<file path="config.mk">
export PLATFORM = sky130hd
export DESIGN_NAME = salsa20_stream_xor
export DESIGN_NICKNAME = d
export VERILOG_FILES = /design/src/design/s20sx_pkg.sv /design/src/design/s20sx_ctrl.sv /design/src/design/s20sx_dpath.sv /design/src/design/salsa20_stream_xor.sv
export SDC_FILE = /design/constraint.sdc
export NUM_CORES = 2
export LEC_CHECK = 0
export BUFFER_PORTS_ARGS = -buffer_cell sky130_fd_sc_hd__buf_2
export CAP_MARGIN = 20
export CORE_MARGIN = 2
export CORE_UTILIZATION = 40
export CTS_BUF_LIST = sky130_fd_sc_hd__clkbuf_4
export DETAILED_ROUTE_END_ITERATION = 8
export GPL_TIMING_DRIVEN = 0
export PLACE_DENSITY = 0.55
export SLEW_MARGIN = 20
export SYNTH_ARGS = -nofsm -noshare
export SYNTH_HDL_FRONTEND = slang
export SYNTH_SLANG_ARGS = --single-unit
</file>
<file path="constraint.sdc">
create_clock -name clock -period 24.9 [get_ports clock]
set_input_delay 0 -clock clock [delete_from_list [all_inputs] [get_ports clock]]
set_output_delay 0 -clock clock [all_outputs]
set_load 0.03 [all_outputs]
</file>
<file path="src/design/s20sx_pkg.sv">
`timescale 1ns / 1ps
// ----------------------------------------------------------------------------
// s20sx_pkg: shared types and constants for the Salsa20 stream XOR engine
// Payload structs, register indexes, the sigma words, the lane slot layouts
// used by the round datapath and a few small helper functions.
// ----------------------------------------------------------------------------
package s20sx_pkg;

   typedef struct packed {
      logic [63:0] data_word;
      logic [3:0]  byte_count;
      logic        last_of_message;
   } req_payload_type;

   typedef struct packed {
      logic [63:0] result_word;
      logic [3:0]  result_count;
      logic        result_last;
   } rsp_payload_type;

   typedef logic [15:0][31:0] state_type;

   // Commands from the controller to the datapath.
   typedef struct packed {
      logic       capture;
      logic       load;
      logic       step;
      logic [1:0] step_sel;
      logic       row_layout;
      logic       feed;
      logic       emit;
   } cmd_type;

   typedef struct packed {
      logic pos_zero;
   } status_type;

   localparam int CSR_INDEX_WIDTH = 3;
   localparam int CSR_DATA_WIDTH  = 64;

   localparam logic [CSR_INDEX_WIDTH-1:0] CSR_KEY_0_TO_7   = 3'd0;
   localparam logic [CSR_INDEX_WIDTH-1:0] CSR_KEY_8_TO_15  = 3'd1;
   localparam logic [CSR_INDEX_WIDTH-1:0] CSR_KEY_16_TO_23 = 3'd2;
   localparam logic [CSR_INDEX_WIDTH-1:0] CSR_KEY_24_TO_31 = 3'd3;
   localparam logic [CSR_INDEX_WIDTH-1:0] CSR_NONCE        = 3'd4;

   localparam logic [31:0] SIGMA0 = 32'h6170_7865;
   localparam logic [31:0] SIGMA1 = 32'h3320_646e;
   localparam logic [31:0] SIGMA2 = 32'h7962_2d32;
   localparam logic [31:0] SIGMA3 = 32'h6b20_6574;

   localparam logic [1:0] LAST_STEP = 2'd3;

   // Slot 4*lane+pos holds this state word while a column round runs.
   localparam logic [3:0] COL_SLOT_WORD [16] = '{
      4'd0,  4'd4,  4'd8,  4'd12,
      4'd5,  4'd9,  4'd13, 4'd1,
      4'd10, 4'd14, 4'd2,  4'd6,
      4'd15, 4'd3,  4'd7,  4'd11
   };

   // The same for a row round.
   localparam logic [3:0] ROW_SLOT_WORD [16] = '{
      4'd0,  4'd1,  4'd2,  4'd3,
      4'd5,  4'd6,  4'd7,  4'd4,
      4'd10, 4'd11, 4'd8,  4'd9,
      4'd15, 4'd12, 4'd13, 4'd14
   };

   function automatic logic [3:0] slot_word(input logic row, input logic [3:0] slot);
      logic [3:0] w;
      w = row ? ROW_SLOT_WORD[slot] : COL_SLOT_WORD[slot];
      return w;
   endfunction

   // Inverse of slot_word; only ever called with constant arguments.
   function automatic logic [3:0] find_slot(input logic row, input logic [3:0] word);
      logic [3:0] r;
      r = '0;
      for (int j = 0; j < 16; j++) begin
         if (slot_word(row, 4'(j)) == word) begin
            r = 4'(j);
         end
      end
      return r;
   endfunction

   // Rotation for each of the four dependent steps of a quarter round.
   function automatic logic [31:0] rotl_step(input logic [31:0] v, input logic [1:0] sel);
      logic [31:0] r;
      unique case (sel)
         2'd0: r = {v[24:0], v[31:25]};
         2'd1: r = {v[22:0], v[31:23]};
         2'd2: r = {v[18:0], v[31:19]};
         2'd3: r = {v[13:0], v[31:14]};
      endcase
      return r;
   endfunction

   function automatic state_type init_words(
      input logic [63:0] k0,
      input logic [63:0] k1,
      input logic [63:0] k2,
      input logic [63:0] k3,
      input logic [63:0] nonce,
      input logic [63:0] counter
   );
      state_type s;
      s[0]  = SIGMA0;
      s[1]  = k0[31:0];
      s[2]  = k0[63:32];
      s[3]  = k1[31:0];
      s[4]  = k1[63:32];
      s[5]  = SIGMA1;
      s[6]  = nonce[31:0];
      s[7]  = nonce[63:32];
      s[8]  = counter[31:0];
      s[9]  = counter[63:32];
      s[10] = SIGMA2;
      s[11] = k2[31:0];
      s[12] = k2[63:32];
      s[13] = k3[31:0];
      s[14] = k3[63:32];
      s[15] = SIGMA3;
      return s;
   endfunction

endpackage

</file>
<file path="src/design/s20sx_ctrl.sv">
`timescale 1ns / 1ps
// ----------------------------------------------------------------------------
// s20sx_ctrl: controller of the Salsa20 stream XOR engine
// Owns the channel handshakes, the round and step counters and the state
// machine that sequences block generation and result delivery.
// ----------------------------------------------------------------------------
module s20sx_ctrl #(
   parameter int ROUND_COUNT = 20
) (
   input  logic                 clock,
   input  logic                 reset,
   input  logic                 req_valid,
   output logic                 req_stall,
   output logic                 rsp_valid,
   input  logic                 rsp_stall,
   output s20sx_pkg::cmd_type   cmd,
   input  s20sx_pkg::status_type status
);

   localparam int ROUND_WIDTH = $clog2(ROUND_COUNT);
   localparam logic [ROUND_WIDTH-1:0] LAST_ROUND = ROUND_WIDTH'(ROUND_COUNT - 1);
   // Layout the state is left in after the final round.
   localparam logic FINAL_ROW = 1'(ROUND_COUNT % 2);

   localparam logic [1:0] S_IDLE  = 2'd0;
   localparam logic [1:0] S_ROUND = 2'd1;
   localparam logic [1:0] S_FEED  = 2'd2;
   localparam logic [1:0] S_EMIT  = 2'd3;

   logic [1:0]             state_ff, state_in;
   logic [1:0]             step_ff, step_in;
   logic [ROUND_WIDTH-1:0] round_ff, round_in;
   logic                   in_full_ff, in_full_in;
   logic                   rsp_valid_ff, rsp_valid_in;
   logic                   accept;
   logic                   out_free;

   assign accept   = req_valid & ~in_full_ff;
   assign out_free = ~rsp_valid_ff | ~rsp_stall;

   always_comb begin
      state_in        = state_ff;
      step_in         = step_ff;
      round_in        = round_ff;
      cmd             = '0;
      cmd.capture     = accept;
      cmd.step_sel    = step_ff;
      cmd.row_layout  = round_ff[0];

      unique case (state_ff)
         S_IDLE: begin
            if (in_full_ff) begin
               if (status.pos_zero) begin
                  cmd.load = 1'b1;
                  step_in  = '0;
                  round_in = '0;
                  state_in = S_ROUND;
               end else if (out_free) begin
                  cmd.emit = 1'b1;
               end
            end
         end
         S_ROUND: begin
            cmd.step = 1'b1;
            step_in  = step_ff + 2'd1;
            if (step_ff == s20sx_pkg::LAST_STEP) begin
               round_in = round_ff + 1'b1;
               if (round_ff == LAST_ROUND) begin
                  state_in = S_FEED;
               end
            end
         end
         S_FEED: begin
            cmd.feed       = 1'b1;
            cmd.row_layout = FINAL_ROW;
            state_in       = S_EMIT;
         end
         S_EMIT: begin
            if (out_free) begin
               cmd.emit = 1'b1;
               state_in = S_IDLE;
            end
         end
      endcase
   end

   // The input holding register is never filled and drained in one cycle,
   // since a stall is raised as long as it is full.
   assign in_full_in   = accept | (in_full_ff & ~cmd.emit);
   assign rsp_valid_in = cmd.emit | (rsp_valid_ff & rsp_stall);

   always_ff @(posedge clock) begin
      if (reset) begin
         state_ff     <= S_IDLE;
         step_ff      <= '0;
         round_ff     <= '0;
         in_full_ff   <= 1'b0;
         rsp_valid_ff <= 1'b0;
      end else begin
         state_ff     <= state_in;
         step_ff      <= step_in;
         round_ff     <= round_in;
         in_full_ff   <= in_full_in;
         rsp_valid_ff <= rsp_valid_in;
      end
   end

   assign req_stall = in_full_ff;
   assign rsp_valid = rsp_valid_ff;

endmodule

</file>
<file path="src/design/s20sx_dpath.sv">
`timescale 1ns / 1ps
// ----------------------------------------------------------------------------
// s20sx_dpath: datapath of the Salsa20 stream XOR engine
// Holds the key and nonce registers, the round state, the keystream block,
// the block counter and word position, and the input and output payloads.
// ----------------------------------------------------------------------------
module s20sx_dpath (
   input  logic                                     clock,
   input  logic                                     reset,
   input  s20sx_pkg::cmd_type                       cmd,
   output s20sx_pkg::status_type                    status,
   input  s20sx_pkg::req_payload_type               req_payload,
   input  logic                                     csr_write_en,
   input  logic [s20sx_pkg::CSR_INDEX_WIDTH-1:0]    csr_index,
   input  logic [s20sx_pkg::CSR_DATA_WIDTH-1:0]     csr_write_data,
   output s20sx_pkg::rsp_payload_type               rsp_payload
);

   logic [63:0] key0_ff, key1_ff, key2_ff, key3_ff, nonce_ff;
   logic [63:0] counter_ff, counter_in;
   logic [2:0]  pos_ff, pos_in;

   s20sx_pkg::req_payload_type in_ff;
   s20sx_pkg::rsp_payload_type out_ff;

   s20sx_pkg::state_type slots_ff, slots_in;
   s20sx_pkg::state_type init;
   s20sx_pkg::state_type stepped;
   s20sx_pkg::state_type relay_col2row, relay_row2col;
   s20sx_pkg::state_type loaded;
   s20sx_pkg::state_type final_col, final_row, final_words;

   logic [7:0][63:0] ks_ff, ks_in;
   logic [63:0]      ks_word;
   logic [63:0]      mask;

   always_ff @(posedge clock) begin
      if (reset) begin
         key0_ff  <= '0;
         key1_ff  <= '0;
         key2_ff  <= '0;
         key3_ff  <= '0;
         nonce_ff <= '0;
      end else if (csr_write_en) begin
         unique case (csr_index)
            s20sx_pkg::CSR_KEY_0_TO_7:   key0_ff  <= csr_write_data;
            s20sx_pkg::CSR_KEY_8_TO_15:  key1_ff  <= csr_write_data;
            s20sx_pkg::CSR_KEY_16_TO_23: key2_ff  <= csr_write_data;
            s20sx_pkg::CSR_KEY_24_TO_31: key3_ff  <= csr_write_data;
            s20sx_pkg::CSR_NONCE:        nonce_ff <= csr_write_data;
            default: ;
         endcase
      end
   end

   assign init = s20sx_pkg::init_words(key0_ff, key1_ff, key2_ff, key3_ff, nonce_ff,
                                       counter_ff);

   // Each lane keeps its quarter round in slots (a, b, c, d). One step updates
   // slot 1 from slots 0 and 3 and then rotates the lane by one slot, so the
   // next step finds its operands in the same places; four steps restore it.
   for (genvar l = 0; l < 4; l++) begin : g_lane
      logic [31:0] sum;
      assign sum            = slots_ff[4*l] + slots_ff[4*l+3];
      assign stepped[4*l]   = slots_ff[4*l+1] ^ s20sx_pkg::rotl_step(sum, cmd.step_sel);
      assign stepped[4*l+1] = slots_ff[4*l+2];
      assign stepped[4*l+2] = slots_ff[4*l+3];
      assign stepped[4*l+3] = slots_ff[4*l];
   end

   // Fixed rewiring between the column and row layouts at the end of a round,
   // plus the load and the readout in state word order.
   for (genvar s = 0; s < 16; s++) begin : g_slot
      assign relay_col2row[s] =
         stepped[s20sx_pkg::find_slot(1'b0, s20sx_pkg::slot_word(1'b1, 4'(s)))];
      assign relay_row2col[s] =
         stepped[s20sx_pkg::find_slot(1'b1, s20sx_pkg::slot_word(1'b0, 4'(s)))];
      assign loaded[s]    = init[s20sx_pkg::slot_word(1'b0, 4'(s))];
      assign final_col[s] = slots_ff[s20sx_pkg::find_slot(1'b0, 4'(s))];
      assign final_row[s] = slots_ff[s20sx_pkg::find_slot(1'b1, 4'(s))];
   end

   assign final_words = cmd.row_layout ? final_row : final_col;

   always_comb begin
      slots_in = slots_ff;
      if (cmd.load) begin
         slots_in = loaded;
      end else if (cmd.step) begin
         if (cmd.step_sel == s20sx_pkg::LAST_STEP) begin
            slots_in = cmd.row_layout ? relay_row2col : relay_col2row;
         end else begin
            slots_in = stepped;
         end
      end
   end

   for (genvar i = 0; i < 8; i++) begin : g_feed
      assign ks_in[i] = {final_words[2*i+1] + init[2*i+1], final_words[2*i] + init[2*i]};
   end

   assign ks_word = ks_ff[pos_ff];

   // A byte count of eight or more keeps the whole word.
   always_comb begin
      for (int b = 0; b < 8; b++) begin
         mask[8*b +: 8] = ((in_ff.byte_count >= 4'd8) || (4'(b) < in_ff.byte_count))
                          ? 8'hff : 8'h00;
      end
   end

   always_comb begin
      counter_in = counter_ff;
      pos_in     = pos_ff;
      if (cmd.feed) begin
         counter_in = counter_ff + 64'd1;
      end
      if (cmd.emit) begin
         if (in_ff.last_of_message) begin
            counter_in = '0;
            pos_in     = '0;
         end else begin
            pos_in = pos_ff + 3'd1;
         end
      end
   end

   always_ff @(posedge clock) begin
      if (reset) begin
         counter_ff <= '0;
         pos_ff     <= '0;
      end else begin
         counter_ff <= counter_in;
         pos_ff     <= pos_in;
      end
   end

   always_ff @(posedge clock) begin
      slots_ff <= slots_in;
      if (cmd.feed) begin
         ks_ff <= ks_in;
      end
      if (cmd.capture) begin
         in_ff <= req_payload;
      end
      if (cmd.emit) begin
         out_ff.result_word  <= (in_ff.data_word ^ ks_word) & mask;
         out_ff.result_count <= in_ff.byte_count;
         out_ff.result_last  <= in_ff.last_of_message;
      end
   end

   assign status.pos_zero = (pos_ff == 3'd0);
   assign rsp_payload     = out_ff;

endmodule

</file>
<file path="src/design/salsa20_stream_xor.sv">
`timescale 1ns / 1ps
// ----------------------------------------------------------------------------
// salsa20_stream_xor: Salsa20 stream cipher XOR engine
// Encrypts or decrypts 8-byte message words with a Salsa20 keystream built
// from the key and nonce registers and a 64-bit block counter.
// ----------------------------------------------------------------------------
//
//   channel  direction  payload                                handshake
//   req_     in         data_word, byte_count, last_of_message  valid / stall
//   rsp_     out        result_word, result_count, result_last  valid / stall
//   csr_     in         64-bit key or nonce register            write enable
//
// A word that starts a keystream block waits while the state is loaded, the
// rounds run at one quarter-round step per cycle in four parallel lanes and
// the feed-forward fills the block. Every other word uses the stored block.
// The input holds one word and the output register one result, so a new word
// is taken while a finished result waits on rsp_stall.
// Reset clears the key and nonce registers, block counter and keystream position.
//
module salsa20_stream_xor #(
   parameter int ROUND_COUNT = 20
) (
   input  logic                                  clock,
   input  logic                                  reset,
   input  logic                                  req_valid,
   output logic                                  req_stall,
   input  s20sx_pkg::req_payload_type            req_payload,
   output logic                                  rsp_valid,
   input  logic                                  rsp_stall,
   output s20sx_pkg::rsp_payload_type            rsp_payload,
   input  logic                                  csr_write_en,
   input  logic [s20sx_pkg::CSR_INDEX_WIDTH-1:0] csr_index,
   input  logic [s20sx_pkg::CSR_DATA_WIDTH-1:0]  csr_write_data
);

   s20sx_pkg::cmd_type    cmd;
   s20sx_pkg::status_type status;

   s20sx_ctrl #(
      .ROUND_COUNT(ROUND_COUNT)
   ) u_ctrl (
      .clock     (clock),
      .reset     (reset),
      .req_valid (req_valid),
      .req_stall (req_stall),
      .rsp_valid (rsp_valid),
      .rsp_stall (rsp_stall),
      .cmd       (cmd),
      .status    (status)
   );

   s20sx_dpath u_dpath (
      .clock          (clock),
      .reset          (reset),
      .cmd            (cmd),
      .status         (status),
      .req_payload    (req_payload),
      .csr_write_en   (csr_write_en),
      .csr_index      (csr_index),
      .csr_write_data (csr_write_data),
      .rsp_payload    (rsp_payload)
   );

endmodule
</file>
==> key figures <==
Outcome
  – Outcome: complete, no violations

Floorplanning
  – Row count: 181
  – Die W: 497 um
  – CORE AREA: 243000 um^2
  – I/O pin total: 212
  – Die height: 497 um
  – Die footprint: 247000 um^2
  – Initial core utilization: 0.401

Finish
  – Most frequent cells in the layout: nand2_1 (2530), edfxtp_1 (1034), a21oi_1 (881)
  – Most common cell after layout, fill and taps aside: nand2_1
  – NumNets Final: 12283
  – Reg area: 41600 um^2
  – Footprint of the multi-input gates: 53400 um^2
  – Layout cells sized above 1: 0.123
  – Post-route design area: 115000 um^2
  – Finished Layout Cells: 15256
  – Fillers: 23113
  – Area Overhead vs Synth: 18.5%

Yosys
  – Synth area leaders: edfxtp_1 (32%), dfxtp_1 (11%), nand2_1 (9.8%)
  – Syn_nets: 11137
  – Synthesized cell area: 97300 um^2
  – Most used flip-flop cell after synthesis: edfxtp_1
  – Yosys cell types: 91
  – Yosys top cell by area: edfxtp_1
  – Synthesis Warnings: 0
  – Post-synth EDFFs: 1034
  – Mean area per synthesized cell: 9.29 um^2
  – Mapped Cells: 10468
  – Synth top area share: 0.319
  – Share of synthesized area occupied by flip-flops and latches: 0.427
  – FF+latch count, synth: 1560
  – Ys async rst share: 0

Worst hold path
  – Hold Path Cell Cnt: 5
  – Worst min path class: in2reg

Setup path
  – Crit path kind: reg2reg
  – WP data required: 25920 ps
  – Max Fanout on Critical Path: 43
  – FF-to-FF path depth: 23
  – Worst setup SP type: flop
  – CP endpoint kind: flop
  – Crit path DAT: 10660 ps

Power
  – VDD IR-drop max: 0.000112 V
  – Power density cells: 163 nW/um^2
  – Tot Pwr: 18800 uW
  – Sequential power share: 0.297
  – NetSw: 10800 uW
  – Clock power share: 0.140
  – P_leak: 0.0448 uW
  – Sw Share: 0.575
  – Int Power: 7970 uW
  – Comb pwr share: 0.563

Place
  – Placed cells: 13998
  – Cell Area, Placed: 105000 um^2
  – Placer congestion estimate: 1.15
  – DP Wirelength: 547000 um
  – Port Buffers: 209

Clocking
  – CTS clk-pin slew, worst paths: 70 ps
  – Total CTS buffers: 451
  – Sink Count: 1560
  – Worst skew pair latency: 1520 ps
  – Root buffer cell: clkbuf_4
  – CTS tree: built
  – CTS H-Tree Depth: 5
  – Maximum clock insertion buffer count: 4
  – Post-CTS setup buffers: 0

Run
  – Max Cap Viol: 0

Routing
  – Drt pass-1 iters: 6
  – Remaining DRCs: 0
  – Wirelength per Cell: 43.7 um
  – Wirelength, routed: 666000 um
  – Via Count: 99997
  – Initial drt markers: 18283
  – Via-per-instance ratio: 6.55
  – Routed Antenna Nets: 0

STA
  – Pins over their slew limit: 0
  – Worst hold margin: 67.1 ps
  – Final hold vios: 0
  – Crit path time final: 9650 ps
  – Clock Skews: 181 ps
  – F_max: 104 MHz
  – Tightest Pin Transition: 1400 ps
  – RSZ-0062 raised after global routing: false
  – Final setup viols: 0
  – Period utilization: 0.387
  – Relative slew slack: 0.0637
  – Setup TNS: 0 ps

GRT
  – First-pass GRT wire length: 847000 um
  – Overall fraction of global-route tracks in use: 0.518
  – Vias in the first global route: 92015
  – M2 GR Usage: 0.672
  – GRT busiest layer: met2
  – Overflow after GRT: 0
  – Pin count of the biggest net entering global routing: 62
  – Routing usage on met3: 0.260
  – Initial antenna violation count: 101
  – Met1 usage in global routing: 0.653
[final timing paths]
path                      startpoint                endpoint  slack (ps)
setup / recovery  u_ctrl.state_ff[0]      u_dpath.ks_ff[216]       15250
hold / removal     csr_write_data[2]      u_dpath.key2_ff[2]          70
setup reg to reg  u_ctrl.state_ff[0]      u_dpath.ks_ff[216]       15250
hold reg to reg     u_dpath.in_ff[0]  u_dpath.rsp_payload[0]         470
[layout make-up]
type                            count  share of cell area
Clock buffer                      696              0.0453
Tap cell                         3202              0.0348
Antenna cell                       49             0.00106
Inverter                          202             0.00658
Multi-Input combinational cell   8152               0.464
Buffer                            554              0.0198
Clock inverter                    148             0.00649
Timing Repair Buffer              693              0.0615
Sequential cell                  1560               0.361
[timing repair]
action | CTS | global route
gates resized for setup | 0 | 0
hold buffers | 365 | 0
hold endpoints to repair | 576 | 0
[cell usage after synthesis, types with 120 or more instances]
master / count
o31ai_1: 390
xnor2_1: 505
a21oi_1: 884
xor2_1: 267
inv_1: 198
nand3_1: 149
clkbuf_1: 475
a21o_1: 238
nand2_1: 2531
dfxtp_1: 526
mux4_2: 128
ha_1: 512
edfxtp_1: 1034
nor2_1: 562
mux2i_1: 463
o21ai_0: 237
o21ai_1: 120
[worst max-delay path: stages, from the launching register on]
cell and delay, ps:
dfxtp_1 330, inv_1 170, ha_4 670, clkbuf_1 580
nand2b_1 190, clkbuf_2 330, clkbuf_2 570, clkbuf_1 720
clkbuf_2 830, nand2_1 110, nand2_1 100, ha_1 170
inv_1 60, fa_1 430, nor2b_1 450, o2111ai_1 250
nand3_1 190, nand2_1 110, o21ai_1 600, a41oi_1 510
o31a_1 680, nand2b_1 170, a21oi_1 100, xnor2_1 900
[power groups by stage]
stage	logic, uW	clock network, uW	registers [uW]
after global routing	10500	2720	5410
final	10600	2630	5580
after detailed placement	9800	0	5330
after CTS	9900	2600	5290
after floorplan	4780	0	4590
after global placement	9260	0	5840
[state kept, by name (all words and copies together), names as in the netlist]
register             count
u_dpath.nonce_ff        64
u_dpath.key0_ff         64
u_dpath.in_ff           69
u_dpath.rsp_payload     69
u_dpath.key1_ff         64
u_dpath.key2_ff         64
u_dpath.pos_ff           3
u_dpath.ks_ff          512
u_ctrl.step_ff           2
u_dpath.key3_ff         64
u_ctrl.round_ff          5
u_dpath.final_col      512
u_ctrl.rsp_valid         1
u_ctrl.state_ff          2
u_ctrl.req_stall         1
u_dpath.counter_ff      64
[per-stage QoR]
stage | setup slack (ps) | util
6_report | 15250 | 0.475
5_1_grt | 15370 | 0.475
4_1_cts | 15940 | 0.475
3_5_place_dp | 16020 | 0.435
3_3_place_gp | -2210 | 0.422
2_1_floorplan | 7700 | -
[metal layers]
layer,vias to the layer above,part of all wire
li1,40346,-
met1,49111,0.37
met2,8803,0.37
met3,1715,0.17
met4,22,0.085
met5,-,0.00022
[kinds of logic after synthesis]
kind of cell / count (synthesis) / synth area share
compound gates: 2534 / 0.169
xor+xnor: 772 / 0.0695
fa+ha+maj: 528 / 0.0692
buf+inv: 756 / 0.0292
flops: 1560 / 0.427
mux: 605 / 0.0789
simple gates: 3713 / 0.157
Power figures use the tool's default switching activity.
